File: src/sv/assert_macros.svh
// ---------------------------------------------------------------------------
// assertion macros
// concurrent checks that compile away when synthesis is defined
// ---------------------------------------------------------------------------
`ifndef ASSERT_MACROS_SVH
`define ASSERT_MACROS_SVH

`ifndef SYNTHESIS
// checked on every edge outside reset
`define RPSG_ASSERT(lbl, clk, rst_n, prop) \
    lbl: assert property (@(posedge clk) disable iff (!rst_n) (prop)) \
        else $error("rpsg assertion failed");
// checked on every edge, reset included
`define RPSG_ASSERT_RST(lbl, clk, prop) \
    lbl: assert property (@(posedge clk) (prop)) \
        else $error("rpsg assertion failed");
`else
`define RPSG_ASSERT(lbl, clk, rst_n, prop)
`define RPSG_ASSERT_RST(lbl, clk, prop)
`endif

`endif

File: src/sv/rpsg_pkg.sv
// ---------------------------------------------------------------------------
// rpsg_pkg
// shared constants, codes and controller/datapath interface types
// ---------------------------------------------------------------------------
`default_nettype none

package rpsg_pkg;

    localparam int POINTS       = 16;
    localparam int NUM_PROFILES = 4;
    localparam int DEPTH        = NUM_PROFILES * POINTS;
    localparam int ADDR_W       = $clog2(DEPTH);

    localparam int TIME_W  = 12;
    localparam int TEMP_W  = 9;
    localparam int IDX_W   = 4;
    localparam int SEL_W   = 2;
    localparam int MS_W    = 32;
    localparam int PCT_W   = 7;
    localparam int SECS_W  = 23;
    localparam int WORD_W  = TIME_W + TEMP_W;

    localparam int DVD_W   = 32;
    localparam int DVS_W   = 16;

    localparam int MS_PER_S  = 1000;
    localparam int PCT_FULL  = 100;
    localparam int PCT_SCALE = MS_PER_S / PCT_FULL;
    localparam int TEMP_MAX  = 511;

    // ms to whole seconds: multiply by 2^38/1000 rounded up, exact for any 32-bit value
    localparam int                 RECIP_W     = 29;
    localparam int                 SECS_PROD_W = MS_W + RECIP_W;
    localparam int                 SECS_SHIFT  = 38;
    localparam logic [RECIP_W-1:0] SECS_RECIP  = 29'h1062_4DD3;

    typedef enum logic [1:0] {
        REQ_LOAD   = 2'd0,
        REQ_START  = 2'd1,
        REQ_MANUAL = 2'd2,
        REQ_TICK   = 2'd3
    } t_req;

    typedef enum logic [4:0] {
        OP_NONE,
        OP_LATCH,
        OP_LOAD,
        OP_START,
        OP_MANUAL,
        OP_ELAPSED,
        OP_ADVANCE,
        OP_FINISH,
        OP_CAP_A,
        OP_CAP_B,
        OP_CAP_L,
        OP_CAP_SECS,
        OP_MUL,
        OP_HOLD,
        OP_INTERP,
        OP_PCT_FULL,
        OP_PCT,
        OP_OUT_LOAD
    } t_dp_op;

    typedef enum logic [1:0] {
        RD_SEG,
        RD_NEXT,
        RD_LAST
    } t_rd_sel;

    typedef enum logic [1:0] {
        DIV_INTERP,
        DIV_PCT
    } t_div_sel;

    typedef struct packed {
        t_dp_op   op;
        t_rd_sel  rd_sel;
        logic     div_start;
        t_div_sel div_sel;
    } t_cmd;

    typedef struct packed {
        t_req req;
        logic active;
        logic seg_end;
        logic times_equal;
        logic last_zero;
        logic div_busy;
        logic div_done;
    } t_status;

    function automatic logic [ADDR_W-1:0] slot(input logic [SEL_W-1:0] prof,
                                               input logic [IDX_W-1:0] idx);
        return ADDR_W'(prof) * ADDR_W'(POINTS) + ADDR_W'(idx);
    endfunction

endpackage

`default_nettype wire

File: src/sv/rpsg_divider.sv
// ---------------------------------------------------------------------------
// rpsg_divider
// unsigned restoring divider, one quotient bit per cycle
// ---------------------------------------------------------------------------
`default_nettype none
`include "assert_macros.svh"

module rpsg_divider (
    input  wire logic                        i_clk,
    input  wire logic                        i_rst_n,
    input  wire logic                        i_start,
    input  wire logic [rpsg_pkg::DVD_W-1:0]  i_dividend,
    input  wire logic [rpsg_pkg::DVS_W-1:0]  i_divisor,
    output logic      [rpsg_pkg::DVD_W-1:0]  o_quotient,
    output logic                             o_busy,
    output logic                             o_done
);

    localparam int CNT_W = $clog2(rpsg_pkg::DVD_W);

    logic                        r_busy;
    logic                        r_done;
    logic [CNT_W-1:0]            r_cnt;
    logic [rpsg_pkg::DVD_W-1:0]  r_quo;
    logic [rpsg_pkg::DVS_W-1:0]  r_rem;
    logic [rpsg_pkg::DVS_W-1:0]  r_dvs;

    logic [rpsg_pkg::DVS_W:0]    trial;
    logic                        q_bit;
    logic [rpsg_pkg::DVS_W-1:0]  n_rem;

    always_comb begin
        trial = {r_rem, r_quo[rpsg_pkg::DVD_W-1]};
        q_bit = (trial >= {1'b0, r_dvs});
        n_rem = q_bit ? rpsg_pkg::DVS_W'(trial - {1'b0, r_dvs})
                      : trial[rpsg_pkg::DVS_W-1:0];
    end

    always_ff @(posedge i_clk) begin
        if (!i_rst_n) begin
            r_busy <= 1'b0;
            r_done <= 1'b0;
            r_cnt  <= '0;
        end else begin
            r_done <= 1'b0;
            if (i_start) begin
                r_busy <= 1'b1;
                r_cnt  <= '0;
            end else if (r_busy) begin
                r_cnt <= r_cnt + CNT_W'(1);
                if (r_cnt == CNT_W'(rpsg_pkg::DVD_W - 1)) begin
                    r_busy <= 1'b0;
                    r_done <= 1'b1;
                end
            end
        end
    end

    always_ff @(posedge i_clk) begin
        if (i_start) begin
            r_quo <= i_dividend;
            r_rem <= '0;
            r_dvs <= i_divisor;
        end else if (r_busy) begin
            r_quo <= {r_quo[rpsg_pkg::DVD_W-2:0], q_bit};
            r_rem <= n_rem;
        end
    end

    assign o_quotient = r_quo;
    assign o_busy     = r_busy;
    assign o_done     = r_done;

    `RPSG_ASSERT(a_done_ends_busy, i_clk, i_rst_n, o_done |-> $past(o_busy))
    `RPSG_ASSERT(a_no_start_busy, i_clk, i_rst_n, i_start |-> !o_busy)
    `RPSG_ASSERT_RST(a_reset_clears, i_clk, !i_rst_n |=> (!o_busy && !o_done))

endmodule

`default_nettype wire

File: src/sv/rpsg_datapath.sv
// ---------------------------------------------------------------------------
// rpsg_datapath
// point table, profile state, interpolation and progress arithmetic
// ---------------------------------------------------------------------------
`default_nettype none

module rpsg_datapath (
    input  wire logic                          i_clk,
    input  wire logic                          i_rst_n,
    input  wire rpsg_pkg::t_cmd                i_cmd,
    output rpsg_pkg::t_status                  o_status,
    input  wire logic [1:0]                    i_req_type,
    input  wire logic [rpsg_pkg::SEL_W-1:0]    i_profile_sel,
    input  wire logic [rpsg_pkg::IDX_W-1:0]    i_point_index,
    input  wire logic [rpsg_pkg::TIME_W-1:0]   i_point_time_s,
    input  wire logic [rpsg_pkg::TEMP_W-1:0]   i_point_temp,
    input  wire logic [rpsg_pkg::MS_W-1:0]     i_now_ms,
    input  wire logic [rpsg_pkg::TEMP_W-1:0]   i_manual_target,
    output logic      [rpsg_pkg::TEMP_W-1:0]   o_target_temp,
    output logic                               o_running,
    output logic      [rpsg_pkg::IDX_W-1:0]    o_current_point,
    output logic      [rpsg_pkg::PCT_W-1:0]    o_progress_pct,
    output logic                               o_completed
);

    // latched request
    rpsg_pkg::t_req                  r_req;
    logic [rpsg_pkg::SEL_W-1:0]      r_sel;
    logic [rpsg_pkg::IDX_W-1:0]      r_pidx;
    logic [rpsg_pkg::TIME_W-1:0]     r_ptime;
    logic [rpsg_pkg::TEMP_W-1:0]     r_ptemp;
    logic [rpsg_pkg::MS_W-1:0]       r_now;
    logic [rpsg_pkg::TEMP_W-1:0]     r_manual;

    // profile state
    logic [rpsg_pkg::SEL_W-1:0]      r_prof;
    logic                            r_active;
    logic [rpsg_pkg::IDX_W-1:0]      r_seg;
    logic [rpsg_pkg::MS_W-1:0]       r_start;
    logic [rpsg_pkg::TEMP_W-1:0]     r_setpoint;

    // working registers
    logic [rpsg_pkg::MS_W-1:0]       r_e;
    logic [rpsg_pkg::TIME_W-1:0]     r_t0;
    logic [rpsg_pkg::TIME_W-1:0]     r_t1;
    logic [rpsg_pkg::TIME_W-1:0]     r_last;
    logic [rpsg_pkg::TEMP_W-1:0]     r_v0;
    logic [rpsg_pkg::TEMP_W-1:0]     r_v1;
    logic [rpsg_pkg::SECS_W-1:0]     r_secs;
    logic signed [33:0]              r_prod;
    logic signed [12:0]              r_den;
    logic [rpsg_pkg::DVS_W-1:0]      r_pct_div;
    logic [rpsg_pkg::PCT_W-1:0]      r_pct;
    logic                            r_done;
    logic [rpsg_pkg::IDX_W-1:0]      r_cur;

    // result register
    logic [rpsg_pkg::TEMP_W-1:0]     r_o_target;
    logic                            r_o_running;
    logic [rpsg_pkg::IDX_W-1:0]      r_o_cur;
    logic [rpsg_pkg::PCT_W-1:0]      r_o_pct;
    logic                            r_o_done;

    // point table
    logic [rpsg_pkg::WORD_W-1:0]     r_mem [rpsg_pkg::DEPTH];
    logic [rpsg_pkg::WORD_W-1:0]     r_rd;
    logic [rpsg_pkg::ADDR_W-1:0]     rd_addr;
    logic [rpsg_pkg::TIME_W-1:0]     rd_time;
    logic [rpsg_pkg::TEMP_W-1:0]     rd_temp;

    logic                            sel_ok;
    logic                            pidx_ok;
    logic                            seg_low;
    logic [rpsg_pkg::MS_W-1:0]       thr;
    logic [rpsg_pkg::SECS_PROD_W-1:0] secs_prod;
    logic signed [23:0]              diff;
    logic signed [9:0]               dv;
    logic signed [33:0]              prod_c;
    logic signed [12:0]              den_c;
    logic [33:0]                     prod_mag;
    logic [12:0]                     den_mag;
    logic                            q_neg;
    logic signed [33:0]              q_s;
    logic signed [33:0]              interp_sum;
    logic [rpsg_pkg::TEMP_W-1:0]     interp_sat;
    logic [rpsg_pkg::PCT_W-1:0]      pct_sat;

    logic [rpsg_pkg::DVD_W-1:0]      div_dvd;
    logic [rpsg_pkg::DVS_W-1:0]      div_dvs;
    logic [rpsg_pkg::DVD_W-1:0]      div_q;
    logic                            div_busy;
    logic                            div_done;

    always_comb begin
        sel_ok  = ({1'b0, r_sel} < 3'(rpsg_pkg::NUM_PROFILES));
        pidx_ok = ({1'b0, r_pidx} < 5'(rpsg_pkg::POINTS));
        seg_low = (r_seg < rpsg_pkg::IDX_W'(rpsg_pkg::POINTS - 2));

        case (i_cmd.rd_sel)
            rpsg_pkg::RD_NEXT: rd_addr = rpsg_pkg::slot(r_prof, r_seg + 4'd1);
            rpsg_pkg::RD_LAST:
                rd_addr = rpsg_pkg::slot(r_prof, rpsg_pkg::IDX_W'(rpsg_pkg::POINTS - 1));
            default:           rd_addr = rpsg_pkg::slot(r_prof, r_seg);
        endcase

        rd_time = r_rd[rpsg_pkg::TIME_W-1:0];
        rd_temp = r_rd[rpsg_pkg::WORD_W-1:rpsg_pkg::TIME_W];
        thr     = 32'(rd_time) * 32'(rpsg_pkg::MS_PER_S);

        secs_prod = rpsg_pkg::SECS_PROD_W'(r_e) * rpsg_pkg::SECS_PROD_W'(rpsg_pkg::SECS_RECIP);

        diff   = $signed({1'b0, r_secs}) - $signed({12'b0, r_t0});
        dv     = $signed({1'b0, r_v1}) - $signed({1'b0, r_v0});
        prod_c = diff * dv;
        den_c  = $signed({1'b0, r_t1}) - $signed({1'b0, r_t0});

        prod_mag = r_prod[33] ? 34'(-r_prod) : 34'(r_prod);
        den_mag  = r_den[12] ? 13'(-r_den) : 13'(r_den);
        q_neg    = r_prod[33] ^ r_den[12];
        q_s      = q_neg ? -$signed({2'b0, div_q}) : $signed({2'b0, div_q});
        interp_sum = q_s + $signed({25'b0, r_v0});
        if (interp_sum[33]) begin
            interp_sat = '0;
        end else if (interp_sum > 34'(rpsg_pkg::TEMP_MAX)) begin
            interp_sat = rpsg_pkg::TEMP_W'(rpsg_pkg::TEMP_MAX);
        end else begin
            interp_sat = interp_sum[rpsg_pkg::TEMP_W-1:0];
        end

        pct_sat = (div_q > 32'(rpsg_pkg::PCT_FULL)) ? rpsg_pkg::PCT_W'(rpsg_pkg::PCT_FULL)
                                                    : div_q[rpsg_pkg::PCT_W-1:0];

        case (i_cmd.div_sel)
            rpsg_pkg::DIV_PCT: begin
                div_dvd = r_e;
                div_dvs = r_pct_div;
            end
            default: begin
                div_dvd = prod_mag[rpsg_pkg::DVD_W-1:0];
                div_dvs = rpsg_pkg::DVS_W'(den_mag[11:0]);
            end
        endcase
    end

    rpsg_divider u_div (
        .i_clk      (i_clk),
        .i_rst_n    (i_rst_n),
        .i_start    (i_cmd.div_start),
        .i_dividend (div_dvd),
        .i_divisor  (div_dvs),
        .o_quotient (div_q),
        .o_busy     (div_busy),
        .o_done     (div_done)
    );

    always_ff @(posedge i_clk) begin
        if (i_cmd.op == rpsg_pkg::OP_LOAD && sel_ok && pidx_ok) begin
            r_mem[rpsg_pkg::slot(r_sel, r_pidx)] <= {r_ptemp, r_ptime};
        end
        r_rd <= r_mem[rd_addr];
    end

    always_ff @(posedge i_clk) begin
        if (!i_rst_n) begin
            r_prof     <= '0;
            r_active   <= 1'b0;
            r_seg      <= '0;
            r_start    <= '0;
            r_setpoint <= '0;
        end else begin
            case (i_cmd.op)
                rpsg_pkg::OP_START: begin
                    if (sel_ok) begin
                        r_prof   <= r_sel;
                        r_active <= 1'b1;
                        r_seg    <= '0;
                        r_start  <= r_now;
                    end
                end
                rpsg_pkg::OP_MANUAL: begin
                    r_setpoint <= r_manual;
                    r_active   <= 1'b0;
                    r_seg      <= '0;
                    r_start    <= '0;
                end
                rpsg_pkg::OP_ADVANCE: begin
                    if (seg_low && r_e >= thr) begin
                        r_seg <= r_seg + 4'd1;
                    end
                end
                rpsg_pkg::OP_FINISH: begin
                    r_setpoint <= rd_temp;
                    r_active   <= 1'b0;
                    r_seg      <= '0;
                    r_start    <= '0;
                end
                rpsg_pkg::OP_HOLD:   r_setpoint <= r_v0;
                rpsg_pkg::OP_INTERP: r_setpoint <= interp_sat;
                default: begin
                end
            endcase
        end
    end

    always_ff @(posedge i_clk) begin
        case (i_cmd.op)
            rpsg_pkg::OP_LATCH: begin
                r_req    <= rpsg_pkg::t_req'(i_req_type);
                r_sel    <= i_profile_sel;
                r_pidx   <= i_point_index;
                r_ptime  <= i_point_time_s;
                r_ptemp  <= i_point_temp;
                r_now    <= i_now_ms;
                r_manual <= i_manual_target;
                r_pct    <= '0;
                r_done   <= 1'b0;
            end
            rpsg_pkg::OP_ELAPSED: r_e <= r_now - r_start;
            rpsg_pkg::OP_FINISH: begin
                r_done <= 1'b1;
                r_pct  <= rpsg_pkg::PCT_W'(rpsg_pkg::PCT_FULL);
                r_cur  <= r_seg;
            end
            rpsg_pkg::OP_CAP_A: begin
                r_t0 <= rd_time;
                r_v0 <= rd_temp;
            end
            rpsg_pkg::OP_CAP_B: begin
                r_t1 <= rd_time;
                r_v1 <= rd_temp;
            end
            rpsg_pkg::OP_CAP_L:    r_last <= rd_time;
            rpsg_pkg::OP_CAP_SECS: r_secs <= secs_prod[rpsg_pkg::SECS_SHIFT +: rpsg_pkg::SECS_W];
            rpsg_pkg::OP_MUL: begin
                r_prod    <= prod_c;
                r_den     <= den_c;
                r_pct_div <= rpsg_pkg::DVS_W'({4'b0, r_last} * 16'(rpsg_pkg::PCT_SCALE));
            end
            rpsg_pkg::OP_PCT_FULL: r_pct <= rpsg_pkg::PCT_W'(rpsg_pkg::PCT_FULL);
            rpsg_pkg::OP_PCT:      r_pct <= pct_sat;
            rpsg_pkg::OP_OUT_LOAD: begin
                r_o_target  <= r_setpoint;
                r_o_running <= r_active;
                r_o_cur     <= r_done ? r_cur : (r_active ? r_seg : '0);
                r_o_pct     <= r_pct;
                r_o_done    <= r_done;
            end
            default: begin
            end
        endcase
    end

    always_comb begin
        o_status.req         = r_req;
        o_status.active      = r_active;
        o_status.seg_end     = !seg_low;
        o_status.times_equal = (r_t0 == r_t1);
        o_status.last_zero   = (r_last == '0);
        o_status.div_busy    = div_busy;
        o_status.div_done    = div_done;
    end

    assign o_target_temp   = r_o_target;
    assign o_running       = r_o_running;
    assign o_current_point = r_o_cur;
    assign o_progress_pct  = r_o_pct;
    assign o_completed     = r_o_done;

endmodule

`default_nettype wire

File: src/sv/rpsg_ctrl.sv
// ---------------------------------------------------------------------------
// rpsg_ctrl
// request sequencer driving the datapath and the result handshake
// ---------------------------------------------------------------------------
`default_nettype none
`include "assert_macros.svh"

module rpsg_ctrl (
    input  wire logic               i_clk,
    input  wire logic               i_rst_n,
    input  wire logic               i_s_tvalid,
    output logic                    o_s_tready,
    output logic                    o_m_tvalid,
    input  wire logic               i_m_tready,
    output rpsg_pkg::t_cmd          o_cmd,
    input  wire rpsg_pkg::t_status  i_status
);

    typedef enum logic [3:0] {
        S_IDLE,
        S_DECODE,
        S_CHECK,
        S_BRANCH,
        S_FIN,
        S_CAP_A,
        S_CAP_B,
        S_CAP_L,
        S_SECS,
        S_MUL,
        S_INTERP_GO,
        S_INTERP,
        S_PCT_GO,
        S_PCT,
        S_OUT
    } t_state;

    t_state r_state;
    t_state n_state;
    logic   r_m_valid;
    logic   n_m_valid;

    always_comb begin
        n_state         = r_state;
        n_m_valid       = r_m_valid;
        o_cmd.op        = rpsg_pkg::OP_NONE;
        o_cmd.rd_sel    = rpsg_pkg::RD_SEG;
        o_cmd.div_start = 1'b0;
        o_cmd.div_sel   = rpsg_pkg::DIV_INTERP;

        if (r_m_valid && i_m_tready) begin
            n_m_valid = 1'b0;
        end

        case (r_state)
            S_IDLE: begin
                if (i_s_tvalid) begin
                    o_cmd.op = rpsg_pkg::OP_LATCH;
                    n_state  = S_DECODE;
                end
            end
            S_DECODE: begin
                case (i_status.req)
                    rpsg_pkg::REQ_LOAD: begin
                        o_cmd.op = rpsg_pkg::OP_LOAD;
                        n_state  = S_OUT;
                    end
                    rpsg_pkg::REQ_START: begin
                        o_cmd.op = rpsg_pkg::OP_START;
                        n_state  = S_OUT;
                    end
                    rpsg_pkg::REQ_MANUAL: begin
                        o_cmd.op = rpsg_pkg::OP_MANUAL;
                        n_state  = S_OUT;
                    end
                    default: begin
                        if (i_status.active) begin
                            o_cmd.op     = rpsg_pkg::OP_ELAPSED;
                            o_cmd.rd_sel = rpsg_pkg::RD_NEXT;
                            n_state      = S_CHECK;
                        end else begin
                            n_state = S_OUT;
                        end
                    end
                endcase
            end
            S_CHECK: begin
                o_cmd.op = rpsg_pkg::OP_ADVANCE;
                n_state  = S_BRANCH;
            end
            S_BRANCH: begin
                o_cmd.rd_sel = rpsg_pkg::RD_SEG;
                n_state      = i_status.seg_end ? S_FIN : S_CAP_A;
            end
            S_FIN: begin
                o_cmd.op = rpsg_pkg::OP_FINISH;
                n_state  = S_OUT;
            end
            S_CAP_A: begin
                o_cmd.op     = rpsg_pkg::OP_CAP_A;
                o_cmd.rd_sel = rpsg_pkg::RD_NEXT;
                n_state      = S_CAP_B;
            end
            S_CAP_B: begin
                o_cmd.op     = rpsg_pkg::OP_CAP_B;
                o_cmd.rd_sel = rpsg_pkg::RD_LAST;
                n_state      = S_CAP_L;
            end
            S_CAP_L: begin
                o_cmd.op = rpsg_pkg::OP_CAP_L;
                n_state  = S_SECS;
            end
            S_SECS: begin
                o_cmd.op = rpsg_pkg::OP_CAP_SECS;
                n_state  = S_MUL;
            end
            S_MUL: begin
                o_cmd.op = rpsg_pkg::OP_MUL;
                n_state  = S_INTERP_GO;
            end
            S_INTERP_GO: begin
                if (i_status.times_equal) begin
                    o_cmd.op = rpsg_pkg::OP_HOLD;
                    n_state  = S_PCT_GO;
                end else begin
                    o_cmd.div_start = 1'b1;
                    o_cmd.div_sel   = rpsg_pkg::DIV_INTERP;
                    n_state         = S_INTERP;
                end
            end
            S_INTERP: begin
                o_cmd.div_sel = rpsg_pkg::DIV_INTERP;
                if (i_status.div_done) begin
                    o_cmd.op = rpsg_pkg::OP_INTERP;
                    n_state  = S_PCT_GO;
                end
            end
            S_PCT_GO: begin
                if (i_status.last_zero) begin
                    o_cmd.op = rpsg_pkg::OP_PCT_FULL;
                    n_state  = S_OUT;
                end else begin
                    o_cmd.div_start = 1'b1;
                    o_cmd.div_sel   = rpsg_pkg::DIV_PCT;
                    n_state         = S_PCT;
                end
            end
            S_PCT: begin
                o_cmd.div_sel = rpsg_pkg::DIV_PCT;
                if (i_status.div_done) begin
                    o_cmd.op = rpsg_pkg::OP_PCT;
                    n_state  = S_OUT;
                end
            end
            S_OUT: begin
                if (!r_m_valid || i_m_tready) begin
                    o_cmd.op  = rpsg_pkg::OP_OUT_LOAD;
                    n_m_valid = 1'b1;
                    n_state   = S_IDLE;
                end
            end
            default: n_state = S_IDLE;
        endcase
    end

    always_ff @(posedge i_clk) begin
        if (!i_rst_n) begin
            r_state   <= S_IDLE;
            r_m_valid <= 1'b0;
        end else begin
            r_state   <= n_state;
            r_m_valid <= n_m_valid;
        end
    end

    assign o_s_tready = (r_state == S_IDLE);
    assign o_m_tvalid = r_m_valid;

    `RPSG_ASSERT(a_div_start_free, i_clk, i_rst_n, o_cmd.div_start |-> !i_status.div_busy)
    `RPSG_ASSERT(a_accept_div_idle, i_clk, i_rst_n,
        (i_s_tvalid && o_s_tready) |-> !i_status.div_busy)
    `RPSG_ASSERT(a_valid_from_out, i_clk, i_rst_n, $rose(o_m_tvalid) |-> $past(r_state == S_OUT))

endmodule

`default_nettype wire

File: src/sv/reflow_profile_setpoint_generator.sv
// ---------------------------------------------------------------------------
// reflow_profile_setpoint_generator
// piecewise linear reflow setpoint generator with a loadable point table
// ---------------------------------------------------------------------------
// channel   dir  fields (lowest bit first)
// s_axis    in   tuser: req_type; tdata: profile_sel, point_index, point_time_s,
//                point_temp, now_ms, manual_target (72 bits)
// m_axis    out  tdata: target_temp, running, current_point, progress_pct,
//                completed (24 bits)
//
// one request at a time; load, start, manual and idle ticks pass through decode
// and output only, a finishing tick also through check, branch and finish
// a running tick reads its segment and then makes two passes of the
// one-bit-per-cycle divider (interpolation, progress); equal point times
// or a zero last time skip a pass
// point table is undefined after reset, no clearing pass
// a new request is taken while the previous result waits; only the final
// result write stalls on m_axis_tready
// ---------------------------------------------------------------------------
`default_nettype none

module reflow_profile_setpoint_generator (
    input  wire logic        i_clk,
    input  wire logic        i_rst_n,
    input  wire logic        s_axis_tvalid,
    output logic             s_axis_tready,
    input  wire logic [71:0] s_axis_tdata,  // profile_sel, point_index, point_time_s,
                                            // point_temp, now_ms, manual_target
    input  wire logic [1:0]  s_axis_tuser,  // req_type
    output logic             m_axis_tvalid,
    input  wire logic        m_axis_tready,
    output logic [23:0]      m_axis_tdata   // target_temp, running, current_point,
                                            // progress_pct, completed
);

    rpsg_pkg::t_cmd    cmd;
    rpsg_pkg::t_status status;

    logic [rpsg_pkg::TEMP_W-1:0] target_temp;
    logic                        running;
    logic [rpsg_pkg::IDX_W-1:0]  current_point;
    logic [rpsg_pkg::PCT_W-1:0]  progress_pct;
    logic                        completed;

    rpsg_ctrl u_ctrl (
        .i_clk      (i_clk),
        .i_rst_n    (i_rst_n),
        .i_s_tvalid (s_axis_tvalid),
        .o_s_tready (s_axis_tready),
        .o_m_tvalid (m_axis_tvalid),
        .i_m_tready (m_axis_tready),
        .o_cmd      (cmd),
        .i_status   (status)
    );

    rpsg_datapath u_dp (
        .i_clk           (i_clk),
        .i_rst_n         (i_rst_n),
        .i_cmd           (cmd),
        .o_status        (status),
        .i_req_type      (s_axis_tuser),
        .i_profile_sel   (s_axis_tdata[1:0]),
        .i_point_index   (s_axis_tdata[5:2]),
        .i_point_time_s  (s_axis_tdata[17:6]),
        .i_point_temp    (s_axis_tdata[26:18]),
        .i_now_ms        (s_axis_tdata[58:27]),
        .i_manual_target (s_axis_tdata[67:59]),
        .o_target_temp   (target_temp),
        .o_running       (running),
        .o_current_point (current_point),
        .o_progress_pct  (progress_pct),
        .o_completed     (completed)
    );

    assign m_axis_tdata = {2'b00, completed, progress_pct, current_point, running, target_temp};

endmodule

`default_nettype wire
File: config.mk
export PLATFORM = sky130hd
export DESIGN_NAME = reflow_profile_setpoint_generator
export DESIGN_NICKNAME = d
export VERILOG_FILES = /design/src/sv/rpsg_pkg.sv /design/src/sv/rpsg_divider.sv /design/src/sv/rpsg_datapath.sv /design/src/sv/rpsg_ctrl.sv /design/src/sv/reflow_profile_setpoint_generator.sv
export VERILOG_INCLUDE_DIRS = /design/src /design/src/sv
export SDC_FILE = /design/constraint.sdc
export NUM_CORES = 2
export LEC_CHECK = 0
export BUFFER_PORTS_ARGS = -buffer_cell sky130_fd_sc_hd__clkbuf_2
export CAP_MARGIN = 20
export CORE_UTILIZATION = 40
export CTS_BUF_LIST = sky130_fd_sc_hd__clkbuf_4 sky130_fd_sc_hd__clkbuf_8 sky130_fd_sc_hd__clkbuf_16
export DETAILED_ROUTE_END_ITERATION = 12
export PLACE_DENSITY = 0.63
export SYNTH_ARGS = -nofsm -noshare
export SYNTH_HDL_FRONTEND = slang
export SYNTH_SLANG_ARGS = --single-unit
File: constraint.sdc
create_clock -name i_clk -period 10.5 [get_ports i_clk]
set_clock_uncertainty 0.1 [all_clocks]
set_input_delay 1.05 -clock i_clk [delete_from_list [all_inputs] [get_ports i_clk]]
set_output_delay 1.05 -clock i_clk [all_outputs]
set_load 0.02 [all_outputs]
Yosys cells after proc, flatten, opt, wreduce, memory -nomap -nowiden --
Memory sizes are Yosys's and may differ from the RTL's. A register that Yosys moved wholly into a read port is not among the register bits. Index checks and enable logic that the tools add are counted.
Storage, ports and cells: word-level logic and storage cells 187, bits in latches 0, memory bits (writable) 1344, memory bits (read-only) 0, memories kept 1, output and inout bits 26, bits in registers 399
Memories:
- u_dp.r_mem | words 64, bits a word 21, rd ports 1, clocked after Yosys merged registers in 1, write ports 1, RTL line rpsg_datapath.sv:65 | logic [rpsg_pkg::WORD_W-1:0] r_mem [rpsg_pkg::DEPTH];
Cells by class: reductions and logical operators 21, $lt $le $gt $ge 5, add/subtract/negate cells 15, equal/unequal tests 43, muxes and demuxes 55, shift operators 0, multipliers 4, div/mod/pow operators 0, bitwise operators 3
Operators by type and width (count):
- $mux 32 | 4
- $pmux 5 s14 | 1
- $pmux 32 s2 | 1
- $mul 32x29->61 const B | 1
- $pmux 4 s15 | 1
- $mux 4 | 12
- $eq 5x4->1 const B | 8
- $pmux 9 s4 | 1
- $add 34x10->34 | 1
- $gt 34x10->1 const B | 1
- $mul 24x10->34 | 1
- $mux 34 | 1
- $neg 32->34 | 1
- $ge 32x22->1 | 1
- $gt 32x7->1 const B | 1
- $neg 32->32 | 1
- $sub 32x32->32 | 1
- $eq 4x4->1 const B | 7
- $mux 12 | 2
- $sub 23x12->24 | 1
- $pmux 7 s3 | 1
- $eq 5x3->1 const B | 4
- $mul 12x7->19 const B | 1
- $add 6x4->6 | 3
- 48 further kinds | 89

Logic depth before layout (Yosys ltp) --
depth in word-level cells 8, mapped depth 35

Modules after synthesis --
Synthesis repeated with hierarchy kept, for this count alone.
Second synthesis, totals: cells, all modules 6958, area total of the unflattened synthesis 98778.5 µm²
Modules (own cells, without submodules):
- rpsg_datapath | cells an instance 6558, seq. area each 49967.9 µm², area each 94433.1 µm², instances 1
- rpsg_divider | cells an instance 298, seq. area each 1901.8 µm², area each 3637.2 µm², instances 1
- rpsg_ctrl | cells an instance 97, seq. area each 100.1 µm², area each 674.4 µm², instances 1
- reflow_profile_setpoint_generator | cells an instance 5, seq. area each 0.0 µm², area each 33.8 µm², instances 1

Worst setup path after synthesis --
Ideal clock, no wire load.
kind register to register, start reg u_dp.r_t0[0] in the netlist's numbering, end reg u_dp.r_prod[31], data pin, path buffers 0, data arrival time 7763 ps, setup slack 2379 ps, library setup time 258 ps, stages on the path, launching flop included 33, cells stage by stage edfxtp_1 ha_1 fa_1 nor2b_1 o21ai_0 a21boi_0 o21ai_0 a21boi_0 o21ai_0 a21boi_0 o21ai_0 a21oi_1 nand2_1 fa_1 inv_1 fa_1 fa_1 fa_1 inv_1 fa_1 inv_1 ha_1 a21o_1 a21o_1 a2111oi_0 o21ai_0 nand4_1 a31oi_1 a211oi_1 a21oi_1 a21o_1 a211oi_1 nor2_1
Between the ends: cells in the longest elaborated chain, start to end 2
RTL lines:
- start, declared | RTL line rpsg_datapath.sv:44 | logic [rpsg_pkg::TIME_W-1:0] r_t0;
- start signal, assigned | RTL line rpsg_datapath.sv:225 | r_t0 <= rd_time;
- $sub 23x12->24 | RTL line rpsg_datapath.sv:112 | diff = $signed({1'b0, r_secs}) - $signed({12'b0, r_t0});
- $mul 24x10->34 | RTL line rpsg_datapath.sv:114 | prod_c = diff * dv;
- named net u_dp.prod_c[31] | RTL line rpsg_datapath.sv:78 | logic signed [33:0] prod_c;
- end signal, assigned | RTL line rpsg_datapath.sv:235 | r_prod <= prod_c;
- end, declared | RTL line rpsg_datapath.sv:50 | logic signed [33:0] r_prod;
The timed path passes the listed nets, and every way through them passes these cells. A chain may end at the register's enable or synchronous reset.

Final worst setup path --
start reg u_dp.r_secs[0] in the netlist's numbering, end reg u_dp.r_prod[33], data pin
Between the ends: cells in the longest elaborated chain, start to end 2
RTL lines:
- start, declared | RTL line rpsg_datapath.sv:49 | logic [rpsg_pkg::SECS_W-1:0] r_secs;
- start signal, assigned | RTL line rpsg_datapath.sv:233 | rpsg_pkg::OP_CAP_SECS: r_secs <= secs_prod[rpsg_pkg::SECS_SHIFT +: rpsg_pkg::SECS_W];
- $sub 23x12->24 | RTL line rpsg_datapath.sv:112
- $mul 24x10->34 | RTL line rpsg_datapath.sv:114
- named net u_dp.prod_c[33] | RTL line rpsg_datapath.sv:78
The timed path passes the listed nets, and every way through them passes these cells.

==> impl_metrics.env <==
export IMPL_multi_input_area_sq_um=42200
export IMPL_crit_arrival_ps=10120
export IMPL_ys_seq_area_share_pct=52.8
export IMPL_drv_slew=0
export IMPL_rr_worst_depth=32
export IMPL_cts_sinks=1763
export IMPL_hold_path_class="primary input to flip-flop"
export IMPL_finalSetupViolCount=0
export IMPL_cts_repair_resized=0
export IMPL_max_slew_margin_rel_pct=25.2
export IMPL_track_usage_pct=19.8
export IMPL_cts_made_buffers=177
export IMPL_die_area_sq_um=248000
export IMPL_worst_setup_path_type="flip-flop to flip-flop"
export IMPL_ctsLongestPathBuffers=3
export IMPL_max_freq_mhz=104
export IMPL_ios=104
export IMPL_chipHeight_microns=498
export IMPL_grt_pass1_wl_mm=368
export IMPL_critPathMaxStageDelay_ps=880
export IMPL_via_per_inst=5.40
export IMPL_drt_first_pass_iters=7
export IMPL_grt_max_degree=107
export IMPL_cp_required_ps=11000
export IMPL_drive_gt1_share_pct=14.2
export IMPL_post_dp_hpwl_mm=168
export IMPL_synth_edff_count=1666
export IMPL_holdPathStages=1
export IMPL_cp_start_kind="flip-flop"
export IMPL_core_area_sq_um=244000
export IMPL_clock_latency_ps=840
export IMPL_dr_total_vias=56800
export IMPL_ant_nets=0
export IMPL_slowest_stage="o22ai_1"
export IMPL_wire_per_inst_microns=23.3
export IMPL_maxCapViolCount=0
export IMPL_synth_cells=6978
export IMPL_finalWirelength_mm=245
export IMPL_finalHoldViolCount=0
export IMPL_place_port_buffers=97
export IMPL_row_count=181
export IMPL_wl_met2_mm=119
export IMPL_fin_crit_ps=9620
export IMPL_synth_area_sq_um=98400
export IMPL_synth_cell_types=97
export IMPL_gr_total_overflow=0
export IMPL_ctsHoldBuffers=0
export IMPL_synth_seq_cells=1763
export IMPL_dieWidth_microns=498
export IMPL_antenna_found_initial=10
export IMPL_fillers=21300
export IMPL_clkTransAtPathRegs_ps=60
export IMPL_worst_pin_slew_ps=1110
export IMPL_place_gp_congestion=0.904
export IMPL_final_nets=8447
export IMPL_cts_root_buffer="clkbuf_16"
export IMPL_cts_max_level=4
export IMPL_dr_wl_met3_mm=14.1
export IMPL_drc=0
export IMPL_final_period_utilization_pct=91.6
export IMPL_yosys_warnings=0
export IMPL_m1WireLength_mm=103
export IMPL_async_flop_share_pct=0
export IMPL_ys_flop_type="edfxtp_1"
export IMPL_layout_cells_most_common_list="edfxtp_1 (1666), inv_1 (949), ha_1 (653)"
export IMPL_start_util_pct=40.3
export IMPL_area_sequential_sq_um=52000
export IMPL_grt_pass1_vias=58500
export IMPL_fin_util_pct=44.9
export IMPL_synth_area_per_cell_sq_um=14.1
export IMPL_syn2layout_area_growth_pct=11.3
export IMPL_cts_tree="built"
export IMPL_path_max_fanout=13
export IMPL_outcome="finished clean"
export IMPL_final_common_cell="edfxtp_1"
export IMPL_top_layer="met4"
export IMPL_fin_setup_tns_ps=0
export IMPL_rsz0062_at_grt="no"
export IMPL_drt_iter0_drc=4560
export IMPL_worst_setup_path_end_kind="flip-flop"
export IMPL_path_common_cell="fa_1"
export IMPL_post_cts_buffers=0
[registers in the layout (all words and copies together) (netlist names), 16 cells and up]
register and count:
u_dp.r_mem 1344, u_dp.u_div.o_quotient 32, u_dp.r_secs 23, u_dp.r_e 32, u_dp.r_prod 33, u_dp.r_start 32
u_dp.r_rd 21, u_dp.u_div.r_rem 16, u_dp.u_div.r_dvs 16, u_dp.r_now 32
[synthesized netlist by cell type (56+ instances only)]
master	n	area share, %
xnor2_1	128	1.1
dfxtp_1	97	2.0
clkbuf_1	164	0.63
a21oi_1	249	1.3
nor3_1	56	0.28
o21ai_0	204	1.0
nand2_1	399	1.5
nand3_1	87	0.44
edfxtp_1	1666	51
xor2_1	87	0.77
mux2i_1	108	1.1
mux4_2	357	8.2
a21o_1	60	0.46
inv_1	950	3.6
nor2_1	364	1.4
a211oi_1	77	0.59
ha_1	653	8.3
and2_1	72	0.46
fa_1	546	11
[cell type report]
cell class | count | share of cell area, %
repair buffers | 250 | 1.56
flip-flops and latches | 1763 | 47.5
diodes | 3 | 0.00686
clock inverters | 104 | 1.02
multi-input cells | 4026 | 38.6
clock buffers | 221 | 4.40
inverters | 952 | 3.27
well taps | 3202 | 3.66
[path summary, 6_finish.rpt]
check | to | startpoint | slack [ps]
worst max-delay path | u_dp.r_prod[33]$_DFFE_PN_ | u_dp.r_secs[0]$_DFFE_PN_ | 880
worst min-delay path | u_dp.r_ptemp[5]$_DFFE_PP_ | s_axis_tdata[23] | 290
worst max register to register | u_dp.r_prod[33]$_DFFE_PN_ | u_dp.r_secs[0]$_DFFE_PN_ | 880
worst min register to register | u_dp.o_progress_pct[2]$_DFFE_PN_ | u_dp.r_pct[2]$_DFFE_PP_ | 320
[through the flow]
step	setup slack, ps	cell area (sq um)	hold WS, ps	instances
finish	879	109000	289	10500
CTS	1020	109000	232	10500
global placement	1100	104000	309	10200
floorplan	2380	98400	300	6979
detailed placement	1070	104000	309	10200
global route	293	109000	239	10500
[cell families after synthesis]
logic type,count (synthesis),synth area share (%)
mux,469,9.32
buf+inv,1190,4.60
simple gates,1255,6.09
other cells,1,0.00381
compound gates,883,5.76
fa+ha+maj,1199,19.4
flops,1763,52.8
xor+xnor,218,1.97
[worst max-delay path, delay by kind of cell, from the launching register on]
family                     cells  cell delay [ps]
AOI/OAI and AO/OA             15             4750
adders and majority gates      8             3290
and+or+nand+nor                5              720
DFF                            1              360
buffers and inverters          4              210
[per-layer routing]
layer | vias up | global-route usage (%)
met2 | 1608 | 33.1
met5 | - | 0
met4 | 0 | 6.20
li1 | 25600 | -
met3 | 331 | 3.08
met1 | 29300 | 26.4
Power is left out: the tool's default activity adds up to more than one toggle a clock period on the data nets, which glitch-free logic cannot reach.
